**src/hdl/spwsm_pkg.sv**
```systemverilog
// Shared types and constants for the signed pulse-width speed meter.
// No dependencies; imported by every module of the block.
package spwsm_pkg;

    // Field and bus widths
    localparam int SCALE_W     = 16;
    localparam int SPEED_W     = 16;
    localparam int IN_TDATA_W  = 8;
    localparam int OUT_TDATA_W = 16;
    localparam int APB_DATA_W  = 32;
    localparam int APB_ADDR_W  = 3;
    localparam int REG_IDX_W   = APB_ADDR_W - 2;

    // Register map
    localparam logic [REG_IDX_W-1:0] REG_SPEED_SCALE = '0;
    localparam logic [SCALE_W-1:0]   SCALE_RESET     = 16'hFFFF;

    // Input tdata bit positions
    localparam int IN_START_BIT = 0;
    localparam int IN_SIG_BIT   = 1;
    localparam int IN_DIR_BIT   = 2;

    // Restoring divider: one quotient bit per cycle
    localparam int QUO_STEPS = SCALE_W;
    localparam int STEP_W    = $clog2(QUO_STEPS);
    localparam logic [STEP_W-1:0] STEP_LAST = STEP_W'(QUO_STEPS - 1);

    // Speed saturation limit
    localparam logic [SPEED_W-1:0] SPEED_MAX = 16'h7FFF;

    // Controller to datapath commands
    typedef struct packed {
        logic load;         // start: latch reference, load budget, clear width
        logic budget_dec;   // one tick of a wait phase
        logic width_first;  // opposite level began: width becomes one
        logic width_inc;    // opposite level continues
        logic div_start;    // pulse ended: latch numerator, divisor, sign
        logic div_step;     // one divider iteration
        logic out_timeout;  // load output with a timeout result
        logic out_speed;    // load output with the divider result
    } t_dp_cmd;

    // Datapath to controller status
    typedef struct packed {
        logic start;        // start flag of the current sample
        logic opp;          // sample is at the opposite level
        logic budget_low;   // budget is zero or one
        logic width_hit;    // incremented width reaches the budget
        logic width_zero;   // width is zero
    } t_dp_status;

endpackage

```
**src/hdl/signed_pulse_width_speed_meter.sv**
```systemverilog
// Signed pulse-width speed meter takes one sample per cycle while a measurement
// waits for or counts a pulse and the output register is free; a sample that ends a
// pulse starts a 16-step restoring divide (one quotient bit per cycle), and the
// input stalls from the divide until the speed result is loaded. Timeouts and start
// ticks do not stall the input. One output register separates the result
// stream; new samples are taken while it drains if the sink is ready.
// Top level: instantiates spwsm_regs, spwsm_ctrl and spwsm_dp; uses spwsm_pkg.
module signed_pulse_width_speed_meter #(
    parameter int COUNT_BITS = 16
) (
    input  logic                                    i_clk,
    input  logic                                    i_rst_n,
    // Sample stream
    input  logic                                    s_tvalid,
    output logic                                    s_tready,
    input  logic [spwsm_pkg::IN_TDATA_W-1:0]        s_tdata,   // start_req, sig_level, dir_level, pad
    // Result stream
    output logic                                    m_tvalid,
    input  logic                                    m_tready,
    output logic [spwsm_pkg::OUT_TDATA_W-1:0]       m_tdata,   // speed
    output logic                                    m_tuser,   // timed_out
    // Configuration port
    input  logic                                    psel,
    input  logic                                    penable,
    input  logic                                    pwrite,
    input  logic [spwsm_pkg::APB_ADDR_W-1:0]        paddr,
    input  logic [spwsm_pkg::APB_DATA_W-1:0]        pwdata,
    output logic [spwsm_pkg::APB_DATA_W-1:0]        prdata,
    output logic                                    pready
);
    import spwsm_pkg::*;

    logic [SCALE_W-1:0] speed_scale;
    t_dp_cmd            dp_cmd;
    t_dp_status         dp_status;

    // Configuration registers
    spwsm_regs u_regs (
        .i_clk         (i_clk),
        .i_rst_n       (i_rst_n),
        .psel          (psel),
        .penable       (penable),
        .pwrite        (pwrite),
        .paddr         (paddr),
        .pwdata        (pwdata),
        .prdata        (prdata),
        .pready        (pready),
        .o_speed_scale (speed_scale)
    );

    // Phase control and handshakes
    spwsm_ctrl u_ctrl (
        .i_clk      (i_clk),
        .i_rst_n    (i_rst_n),
        .i_s_tvalid (s_tvalid),
        .o_s_tready (s_tready),
        .o_m_tvalid (m_tvalid),
        .i_m_tready (m_tready),
        .i_status   (dp_status),
        .o_cmd      (dp_cmd)
    );

    // Counters, divider and result payload
    spwsm_dp #(
        .COUNT_BITS (COUNT_BITS)
    ) u_dp (
        .i_clk         (i_clk),
        .i_start       (s_tdata[IN_START_BIT]),
        .i_sig         (s_tdata[IN_SIG_BIT]),
        .i_dir         (s_tdata[IN_DIR_BIT]),
        .i_speed_scale (speed_scale),
        .i_cmd         (dp_cmd),
        .o_status      (dp_status),
        .o_speed       (m_tdata),
        .o_timed_out   (m_tuser)
    );

endmodule

```
**src/hdl/spwsm_regs.sv**
```systemverilog
// Configuration register file with an APB-style slave port.
// Depends on spwsm_pkg.
module spwsm_regs (
    input  logic                                i_clk,
    input  logic                                i_rst_n,
    input  logic                                psel,
    input  logic                                penable,
    input  logic                                pwrite,
    input  logic [spwsm_pkg::APB_ADDR_W-1:0]    paddr,
    input  logic [spwsm_pkg::APB_DATA_W-1:0]    pwdata,
    output logic [spwsm_pkg::APB_DATA_W-1:0]    prdata,
    output logic                                pready,
    output logic [spwsm_pkg::SCALE_W-1:0]       o_speed_scale
);
    import spwsm_pkg::*;

    logic [SCALE_W-1:0]   r_speed_scale;
    logic [REG_IDX_W-1:0] reg_idx;
    logic                 wr_en;

    assign reg_idx = paddr[APB_ADDR_W-1:2];
    assign wr_en   = psel && penable && pwrite && pready;
    assign pready  = 1'b1;

    // Register write
    always_ff @(posedge i_clk) begin
        if (!i_rst_n) begin
            r_speed_scale <= SCALE_RESET;
        end else if (wr_en && (reg_idx == REG_SPEED_SCALE)) begin
            r_speed_scale <= pwdata[SCALE_W-1:0];
        end
    end

    // Read mux
    always_comb begin
        if (reg_idx == REG_SPEED_SCALE) begin
            prdata = {(APB_DATA_W - SCALE_W)'(0), r_speed_scale};
        end else begin
            prdata = '0;
        end
    end

    assign o_speed_scale = r_speed_scale;

endmodule

```
**src/hdl/spwsm_dp.sv**
```systemverilog
// Datapath: reference level, tick budget, pulse width, restoring divider
// and the output payload register. Depends on spwsm_pkg.
module spwsm_dp #(
    parameter int COUNT_BITS = 16
) (
    input  logic                            i_clk,
    input  logic                            i_start,
    input  logic                            i_sig,
    input  logic                            i_dir,
    input  logic [spwsm_pkg::SCALE_W-1:0]   i_speed_scale,
    input  spwsm_pkg::t_dp_cmd              i_cmd,
    output spwsm_pkg::t_dp_status           o_status,
    output logic [spwsm_pkg::SPEED_W-1:0]   o_speed,
    output logic                            o_timed_out
);
    import spwsm_pkg::*;

    localparam int WIDE_W = (COUNT_BITS > SCALE_W) ? COUNT_BITS : SCALE_W;
    localparam logic [COUNT_BITS-1:0] COUNT_MAX = '1;

    logic                  r_ref;
    logic [COUNT_BITS-1:0] r_budget;
    logic [COUNT_BITS-1:0] r_width;
    logic [COUNT_BITS-1:0] r_dvsr;
    logic [COUNT_BITS-1:0] r_rem;
    logic [SCALE_W-1:0]    r_quo;
    logic                  r_neg;
    logic [SPEED_W-1:0]    r_speed;
    logic                  r_timed_out;

    logic [WIDE_W-1:0]     scale_wide;
    logic [COUNT_BITS-1:0] budget_load;
    logic [COUNT_BITS:0]   width_next;
    logic [COUNT_BITS:0]   rem_shift;
    logic [COUNT_BITS:0]   rem_diff;
    logic                  quo_bit;
    logic [SPEED_W-1:0]    speed_mag;

    // Budget load value, saturated to the counter range
    assign scale_wide  = WIDE_W'(i_speed_scale);
    assign budget_load = (scale_wide > WIDE_W'(COUNT_MAX)) ? COUNT_MAX
                                                           : COUNT_BITS'(scale_wide);

    // Status toward the controller
    assign width_next          = {1'b0, r_width} + (COUNT_BITS+1)'(1);
    assign o_status.start      = i_start;
    assign o_status.opp        = (i_sig != r_ref);
    assign o_status.budget_low = (r_budget <= COUNT_BITS'(1));
    assign o_status.width_hit  = (width_next >= {1'b0, r_budget});
    assign o_status.width_zero = (r_width == '0);

    // One restoring divide step
    assign rem_shift = {r_rem, r_quo[SCALE_W-1]};
    assign rem_diff  = rem_shift - {1'b0, r_dvsr};
    assign quo_bit   = (rem_shift >= {1'b0, r_dvsr});

    // Saturate the quotient magnitude; the sign is applied in the output payload
    assign speed_mag = r_quo[SCALE_W-1] ? SPEED_MAX : r_quo;

    // Measurement counters
    always_ff @(posedge i_clk) begin
        if (i_cmd.load) begin
            r_ref    <= i_sig;
            r_budget <= budget_load;
            r_width  <= '0;
        end else begin
            if (i_cmd.budget_dec) begin
                r_budget <= r_budget - COUNT_BITS'(1);
            end
            if (i_cmd.width_first) begin
                r_width <= COUNT_BITS'(1);
            end else if (i_cmd.width_inc) begin
                r_width <= width_next[COUNT_BITS-1:0];
            end
        end
    end

    // Divider: divisor is width + 1, numerator is the current scale
    always_ff @(posedge i_clk) begin
        if (i_cmd.div_start) begin
            r_dvsr <= width_next[COUNT_BITS-1:0];
            r_rem  <= '0;
            r_quo  <= i_speed_scale;
            r_neg  <= i_dir ^ r_ref;
        end else if (i_cmd.div_step) begin
            r_rem <= quo_bit ? rem_diff[COUNT_BITS-1:0] : rem_shift[COUNT_BITS-1:0];
            r_quo <= {r_quo[SCALE_W-2:0], quo_bit};
        end
    end

    // Output payload
    always_ff @(posedge i_clk) begin
        if (i_cmd.out_timeout) begin
            r_speed     <= '0;
            r_timed_out <= 1'b1;
        end else if (i_cmd.out_speed) begin
            r_speed     <= r_neg ? (SPEED_W'(0) - speed_mag) : speed_mag;
            r_timed_out <= 1'b0;
        end
    end

    assign o_speed     = r_speed;
    assign o_timed_out = r_timed_out;

endmodule

```
**src/hdl/spwsm_ctrl.sv**
```systemverilog
// Controller: measurement phases, divider sequencing and stream handshakes.
// Depends on spwsm_pkg.
module spwsm_ctrl (
    input  logic                    i_clk,
    input  logic                    i_rst_n,
    input  logic                    i_s_tvalid,
    output logic                    o_s_tready,
    output logic                    o_m_tvalid,
    input  logic                    i_m_tready,
    input  spwsm_pkg::t_dp_status   i_status,
    output spwsm_pkg::t_dp_cmd      o_cmd
);
    import spwsm_pkg::*;

    typedef enum logic [2:0] {
        ST_IDLE,
        ST_WAIT_END,
        ST_WAIT_BEGIN,
        ST_COUNT,
        ST_DIVIDE,
        ST_FINISH
    } t_state;

    t_state              r_state, n_state;
    logic [STEP_W-1:0]   r_step, n_step;
    logic                r_out_valid, n_out_valid;
    logic                out_free;
    logic                accept;
    t_dp_cmd             cmd;

    assign out_free   = !r_out_valid || i_m_tready;
    assign o_s_tready = (r_state != ST_DIVIDE) && (r_state != ST_FINISH) && out_free;
    assign accept     = i_s_tvalid && o_s_tready;

    // Next state and datapath commands
    always_comb begin
        cmd     = '0;
        n_state = r_state;
        n_step  = r_step;
        if (accept && i_status.start) begin
            cmd.load = 1'b1;
            n_state  = ST_WAIT_END;
        end else begin
            unique case (r_state)
                ST_IDLE: begin
                end
                ST_WAIT_END, ST_WAIT_BEGIN: begin
                    if (accept) begin
                        if ((r_state == ST_WAIT_BEGIN) && i_status.opp) begin
                            // opposite level began: first counted tick
                            cmd.width_first = 1'b1;
                            if (i_status.budget_low) begin
                                cmd.out_timeout = 1'b1;
                                n_state         = ST_IDLE;
                            end else begin
                                n_state = ST_COUNT;
                            end
                        end else if (i_status.budget_low) begin
                            cmd.out_timeout = 1'b1;
                            n_state         = ST_IDLE;
                        end else begin
                            cmd.budget_dec = 1'b1;
                            n_state = (r_state == ST_WAIT_END && i_status.opp) ? ST_WAIT_END
                                                                                : ST_WAIT_BEGIN;
                        end
                    end
                end
                ST_COUNT: begin
                    if (accept) begin
                        if (i_status.opp) begin
                            cmd.width_inc = 1'b1;
                            if (i_status.width_hit) begin
                                cmd.out_timeout = 1'b1;
                                n_state         = ST_IDLE;
                            end
                        end else if (i_status.width_zero) begin
                            cmd.out_timeout = 1'b1;
                            n_state         = ST_IDLE;
                        end else begin
                            cmd.div_start = 1'b1;
                            n_step        = '0;
                            n_state       = ST_DIVIDE;
                        end
                    end
                end
                ST_DIVIDE: begin
                    cmd.div_step = 1'b1;
                    n_step       = r_step + STEP_W'(1);
                    if (r_step == STEP_LAST) begin
                        n_state = ST_FINISH;
                    end
                end
                ST_FINISH: begin
                    if (out_free) begin
                        cmd.out_speed = 1'b1;
                        n_state       = ST_IDLE;
                    end
                end
                default: begin
                    n_state = ST_IDLE;
                end
            endcase
        end

        // Output register valid
        if (cmd.out_timeout || cmd.out_speed) begin
            n_out_valid = 1'b1;
        end else if (i_m_tready) begin
            n_out_valid = 1'b0;
        end else begin
            n_out_valid = r_out_valid;
        end
    end

    // State and registered outputs
    always_ff @(posedge i_clk) begin
        if (!i_rst_n) begin
            r_state     <= ST_IDLE;
            r_step      <= '0;
            r_out_valid <= 1'b0;
        end else begin
            r_state     <= n_state;
            r_step      <= n_step;
            r_out_valid <= n_out_valid;
        end
    end

    assign o_cmd      = cmd;
    assign o_m_tvalid = r_out_valid;

endmodule
```
**config.mk**
```make
export PLATFORM = sky130hd
export DESIGN_NAME = signed_pulse_width_speed_meter
export DESIGN_NICKNAME = d
export VERILOG_FILES = /design/src/hdl/spwsm_pkg.sv /design/src/hdl/signed_pulse_width_speed_meter.sv /design/src/hdl/spwsm_regs.sv /design/src/hdl/spwsm_dp.sv /design/src/hdl/spwsm_ctrl.sv
export SDC_FILE = /design/constraint.sdc
export NUM_CORES = 1
export LEC_CHECK = 0
export ABC_AREA = 1
export ABC_CLOCK_PERIOD_IN_PS = 6600
export BUFFER_PORTS_ARGS = -buffer_cell sky130_fd_sc_hd__buf_4
export CAP_MARGIN = 10
export CORE_MARGIN = 2
export CORE_UTILIZATION = 30
export DETAILED_ROUTE_END_ITERATION = 10
export GPL_TIMING_DRIVEN = 1
export SLEW_MARGIN = 20
export SYNTH_ARGS = -nofsm -noshare
export SYNTH_HDL_FRONTEND = slang
export SYNTH_SLANG_ARGS = --single-unit
```
**constraint.sdc**
```tcl
create_clock -name i_clk -period 6.6 [get_ports i_clk]
set_clock_uncertainty 0.1 [all_clocks]
set_input_delay 1.32 -clock i_clk [delete_from_list [all_inputs] [get_ports i_clk]]
set_output_delay 1.32 -clock i_clk [all_outputs]
set_load 0.05 [all_outputs]
```
; ---- Word level (Yosys, flattened, before mapping)
; Index checks and enable logic that the tools add are counted.
[totals]
ff_bits = 123
input_bits = 50
output_inout_bits = 52
[classes]
add_sub_neg = 5
n_lt_le_gt_ge = 4
n_eq_ne = 22
mux = 52
bitwise = 5
reduce_logical = 25
[op_table]
columns = operator, n
row1 = 16-bit two-way mux, 8
row2 = 17-bit by 16-bit greater-or-equal comparator with 1-bit output, 2
row3 = 3-bit two-way mux, 9
row4 = 1-bit two-way mux, 21
row5 = "16-bit by 1-bit adder with 17-bit output, second input constant", 1
row6 = "16-bit > comparator, second input constant", 1
row7 = "16-bit by 1-bit less-or-equal comparator with 1-bit output, second input constant", 1
row8 = 16-bit logical NOT, 1
row9 = "1-bit by 16-bit subtractor with 16-bit output, first input constant", 1
row10 = "16-bit by 1-bit subtractor with 16-bit output, second input constant", 1
row11 = 16-bit subtractor, 1
row12 = 15-bit two-way mux, 1
row13 = 3-bit case mux with 5 select lines, 1
row14 = 2-bit two-way mux, 6
row15 = 4-bit two-way mux, 3
row16 = "3-bit by 1-bit inequality test with 1-bit output, second input constant", 4
row17 = 6-bit AND reduction, 2
row18 = "2-bit by 1-bit inequality test with 1-bit output, second input constant", 5
row19 = 2-bit nonzero test, 5
row20 = 1-bit logical AND, 9
row21 = "3-bit inequality test, second input constant", 3
row22 = 4-bit case mux with 2 select lines, 1
row23 = 7-bit two-way mux, 1
row24 = "3-bit by 2-bit equality test with 1-bit output, second input constant", 2
row25 = other kinds (15), 23

; ---- Longest topological paths before layout
[depth]
word_depth = 9
mapped_depth = 21

; ---- Hierarchy
; Synthesis repeated with hierarchy kept, for this count alone.
[unflattened]
hier_cells = 1136
hier_area_um2 = 8061.5
[modules_own_cells]
columns = mod, instances, cells_each, area_per_inst_um2
row1 = spwsm_dp, 1, 907, 6561.3
row2 = spwsm_regs, 1, 127, 887.1
row3 = spwsm_ctrl, 1, 102, 613.1

; ---- Worst setup path after synthesis
; Ideal clock, no wire load.
[synth_timing]
path_type = input -> output
from = input port paddr[2] in the netlist's numbering
to = output port prdata[10] in the netlist's numbering
arrival_time_ps = 2362
required_time_ps = 5180
slack_ps = 2818
stages = 3
path_cell_list = clkbuf_1 > clkbuf_1 > nor2_1
[synth_between]
elab_chain_len = 1
[synth_rtl]
columns = item, line_no
row1 = start: declaration, signed_pulse_width_speed_meter.sv:26  ; input logic [spwsm_pkg::APB_ADDR_W-1:0] paddr,
row2 = 16-bit two-way mux, spwsm_regs.sv:36  ; if (reg_idx == REG_SPEED_SCALE) begin
row3 = end: declaration, signed_pulse_width_speed_meter.sv:28  ; output logic [spwsm_pkg::APB_DATA_W-1:0] prdata,
; No other way between the ends.

; ---- Worst setup path after layout
[layout_timing]
from = input port m_tready
to = register u_dp.r_budget[11], enable pin
[layout_between]
elab_chain_len = 7
word_cells_on_any_way = 9
[layout_rtl]
columns = item, line_no
row1 = start: declaration, signed_pulse_width_speed_meter.sv:19  ; input logic m_tready,
row2 = 1-bit logical OR *, spwsm_ctrl.sv:31  ; assign out_free = !r_out_valid || i_m_tready;
row3 = 1-bit logical AND *, spwsm_ctrl.sv:32  ; assign o_s_tready = (r_state != ST_DIVIDE) && (r_state != ST_FINISH) && out_free;
row4 = 1-bit logical AND *, spwsm_ctrl.sv:33  ; assign accept = i_s_tvalid && o_s_tready;
row5 = 2-bit two-way mux, spwsm_ctrl.sv:48  ; if (accept) begin
row6 = 2-bit two-way mux, spwsm_ctrl.sv:44  ; unique case (r_state)
row7 = 7-bit two-way mux, spwsm_ctrl.sv:40  ; if (accept && i_status.start) begin
row8 = 2-bit nonzero test (no source line) *, --
row9 = end signal: assignment, spwsm_dp.sv:64  ; r_budget <= budget_load;
row10 = end signal: assignment, spwsm_dp.sv:68  ; r_budget <= r_budget - COUNT_BITS'(1);
row11 = end: declaration, spwsm_dp.sv:22  ; logic [COUNT_BITS-1:0] r_budget;
; Mark *: on every way between the ends. The rest lies on a longest branch, timed or not.
; A chain may end at the register's enable or synchronous reset.

==> impl_metrics.env <==
export IMPL_status="finished, final reports clean"
export IMPL_worstHoldPathCells=2
export IMPL_setup_viol=0
export IMPL_fmax_mhz=276
export IMPL_cts_hold_buf=0
export IMPL_fin_cells=1393
export IMPL_fin_nets=1145
export IMPL_syn_area_um2=7520
export IMPL_reg2reg_depth=20
export IMPL_final_period_utilization=0.549
export IMPL_regToRegSetupSlack_ns=3.30
export IMPL_p_leak_nw=4.11
export IMPL_drc=0
export IMPL_worst_slew_pin_slew_ns=0.810
export IMPL_reg2reg_from="u_dp.r_width[0]$_SDFFE_PP0P_"
export IMPL_relSlewSlack=0.458
export IMPL_grt_ovfl_total=0
export IMPL_fin_ws_ns=2.98
export IMPL_grt_usage=0.145
export IMPL_num_vias=6397
export IMPL_grt_pass1_wl_mm=30.3
export IMPL_start_util=0.307
export IMPL_die_w_um=162
export IMPL_wirelength_mm=18.3
export IMPL_cts_setup_buffers=0
export IMPL_grt_start_max_net_pins=36
export IMPL_yosysSeqAreaShare=0.394
export IMPL_routedWlPerCell_um=13.1
export IMPL_dp_cells=1361
export IMPL_finalSetupTns_ns=0
export IMPL_powerDensity_nw_per_um2=357
export IMPL_finalCriticalPeriod_ns=3.62
export IMPL_rsz0062_at_grt="no"
export IMPL_final_common_cell="nand2_1"
export IMPL_layout_drive_gt1_share=0.132
export IMPL_slew_viol_final=0
export IMPL_clock_latency_ns=0.42
export IMPL_gp_congestion=0.847
export IMPL_cts_buffer_depth=2
export IMPL_synth_xor_area_share=0.0419
export IMPL_fp_dieArea_um2=26300
export IMPL_synth_fa_ha_area_frac=0.0659
export IMPL_ir_worst_vdd_uv=175
export IMPL_grt_pass1_vias=5902
export IMPL_end_kind="register"
export IMPL_cts_resized=0
export IMPL_io_buffer_count=61
export IMPL_synth_compound_area_frac=0.145
export IMPL_antenna_found_initial=0
export IMPL_ant_nets=0
export IMPL_synth_top_family_by_area="simple AND/OR/NAND/NOR gates"
export IMPL_io_pins=102
export IMPL_synth_area_per_cell_um2=7.50
export IMPL_synth_cells=1003
export IMPL_path_clk_slew_ns=0.05
export IMPL_ys_ff_latch=123
export IMPL_area_delta_synth_final_pct=17.0
export IMPL_hold_viol=0
export IMPL_dp_hpwl_mm=13.7
export IMPL_min_to="u_dp.r_rem[15]$_SDFFE_PP0P_"
export IMPL_rows=57
export IMPL_synth_simple_area_share=0.250
export IMPL_min_delay_path_class="reg -> reg"
export IMPL_cts_buffers=17
export IMPL_cts_sinks=123
export IMPL_preCtsSetupSlack_ns=2.51
export IMPL_cp_arrival_ns=3.63
export IMPL_cts_tree="done"
export IMPL_crit_required_ns=6.61
export IMPL_cts_max_level=4
export IMPL_layout_common_cells="nand2_1, inv_1, nor2_1, o21ai_0, dfxtp_1"
export IMPL_die_h_um=162
export IMPL_crit_type="in -> reg"
export IMPL_rr_endpoint="u_ctrl.o_m_tvalid$_SDFFE_PN0P_"
export IMPL_vias_per_cell=4.59
export IMPL_synth_warnings=0
export IMPL_dr_pass1_iters=5
export IMPL_cap_violations=0
export IMPL_synthMuxAreaShare=0
export IMPL_clockRootBuffer="clkbuf_16"
export IMPL_synth_distinct_cells=48
export IMPL_drtIter0Drc=401
export IMPL_start_kind="primary input"
export IMPL_core_um2=24500
export IMPL_crit_fanout=27
export IMPL_n_antenna_cell=0
export IMPL_hold_start="u_dp.r_rem[15]$_SDFFE_PP0P_"
how the worst max path moves through the flow:
| stage | start | endpoint | slack [ns] | cells after the start |
|---|---|---|---|---|
| final | m_tready | u_dp.r_budget[11]$_DFFE_PP_ | 2.98 | 10 |
| after global routing | m_tready | u_dp.r_budget[11]$_DFFE_PP_ | 2.69 | 10 |
| after CTS | m_tready | u_dp.r_budget[11]$_DFFE_PP_ | 2.96 | 10 |
| after detailed placement | m_tready | u_dp.r_budget[5]$_DFFE_PP_ | 2.51 | 10 |
| after global placement | m_tready | u_dp.r_budget[1]$_DFFE_PP_ | 2.48 | 10 |
| after floorplan | paddr[2] | prdata[10] | 2.82 | 3 |
sequential cells by signal, summed over array words and instances, names as in the netlist:
signal,flops
u_dp.o_timed_out,1
u_dp.r_rem,16
u_dp.r_quo,16
u_ctrl.r_step,4
u_dp.r_width,16
u_dp.o_speed,16
u_dp.r_budget,16
u_dp.r_ref,1
u_regs.o_speed_scale,16
u_dp.r_dvsr,16
u_dp.r_neg,1
u_ctrl.r_state,3
u_ctrl.o_m_tvalid,1
layout make-up:
class | count | area (um^2)
fill | 2545 | 15700
multi-input combinational | 715 | 3850
sequential | 123 | 2960
clock buffer | 24 | 513
inverter | 136 | 513
timing repair buffer | 63 | 473
tap | 324 | 405
clock inverter | 8 | 81.3
layer usage:
metal | routed length (um) | share of wire | vias to the layer above | track usage
met5 | 0 | 0 | - | 0
met1 | 9330 | 0.51 | 2925 | 0.204
met2 | 8210 | 0.45 | 102 | 0.227
met4 | 144 | 0.0079 | 0 | 0.0330
li1 | - | - | 3360 | -
met3 | 579 | 0.032 | 10 | 0.0301
critical path: stages:
cell and delay, ns:
buf_4 0.08, inv_1 0.05, nand2_1 0.09, o21ai_1 0.08, inv_2 0.07, nand2_2 0.11
nor2_2 0.54, clkinv_1 0.73, o21ai_1 0.25, buf_4 0.29
through the flow:
| step | hold WS (ns) | instance area [um^2] | utilization | total power, mW |
|---|---|---|---|---|
| after floorplan | 0.326 | 7570 | - | 1.94 |
| after global placement | 0.343 | 8200 | 0.335 | 2.20 |
| after detailed placement | 0.347 | 8200 | 0.335 | 2.21 |
| after CTS | 0.359 | 8790 | 0.360 | 3.16 |
| after global routing | 0.390 | 8800 | 0.360 | 3.35 |
| final | 0.357 | 8800 | 0.360 | 3.14 |
synthesized netlist by cell type, drive strengths merged:
cell / instances / share of area
a21o: 2 / 0.0020
nand3: 43 / 0.030
fa: 1 / 0.0027
nor3b: 1 / 0.0010
conb: 2 / 0.0010
a21boi: 1 / 0.0010
nor2: 136 / 0.076
or2: 6 / 0.0050
inv: 135 / 0.068
a21oi: 54 / 0.042
a211oi: 3 / 0.0030
clkinv: 1 / 0.00050
clkbuf: 17 / 0.0087
o211ai: 20 / 0.020
nor4: 5 / 0.0058
ha: 38 / 0.063
o21bai: 2 / 0.0020
xnor2: 9 / 0.010
nand2: 218 / 0.11
and3: 1 / 0.00083
o2111ai: 1 / 0.0012
a41oi: 1 / 0.0012
xor2: 27 / 0.031
nand4: 11 / 0.011
dfxtp: 73 / 0.19
a31oi: 7 / 0.0058
buf: 27 / 0.025
edfxtp: 50 / 0.20
o21ai: 101 / 0.067
nor3: 10 / 0.0082
where the power goes:
part	switching (mW)	internal [mW]	total [mW]	leakage (nW)
clock network	0.356	0.581	0.938	0.284
registers	0.117	0.961	1.08	1.05
logic	0.741	0.380	1.12	2.77
total	1.21	1.92	3.14	4.11
cells by family after synthesis:
family | after synthesis
adder cells (fa/ha/maj) | 39
flip-flops | 123
AO/OA/AOI/OAI | 192
other | 2
AND/OR/NAND/NOR | 431
buffers and inverters | 180
XOR/XNOR | 36
Power figures use the tool's default switching activity.
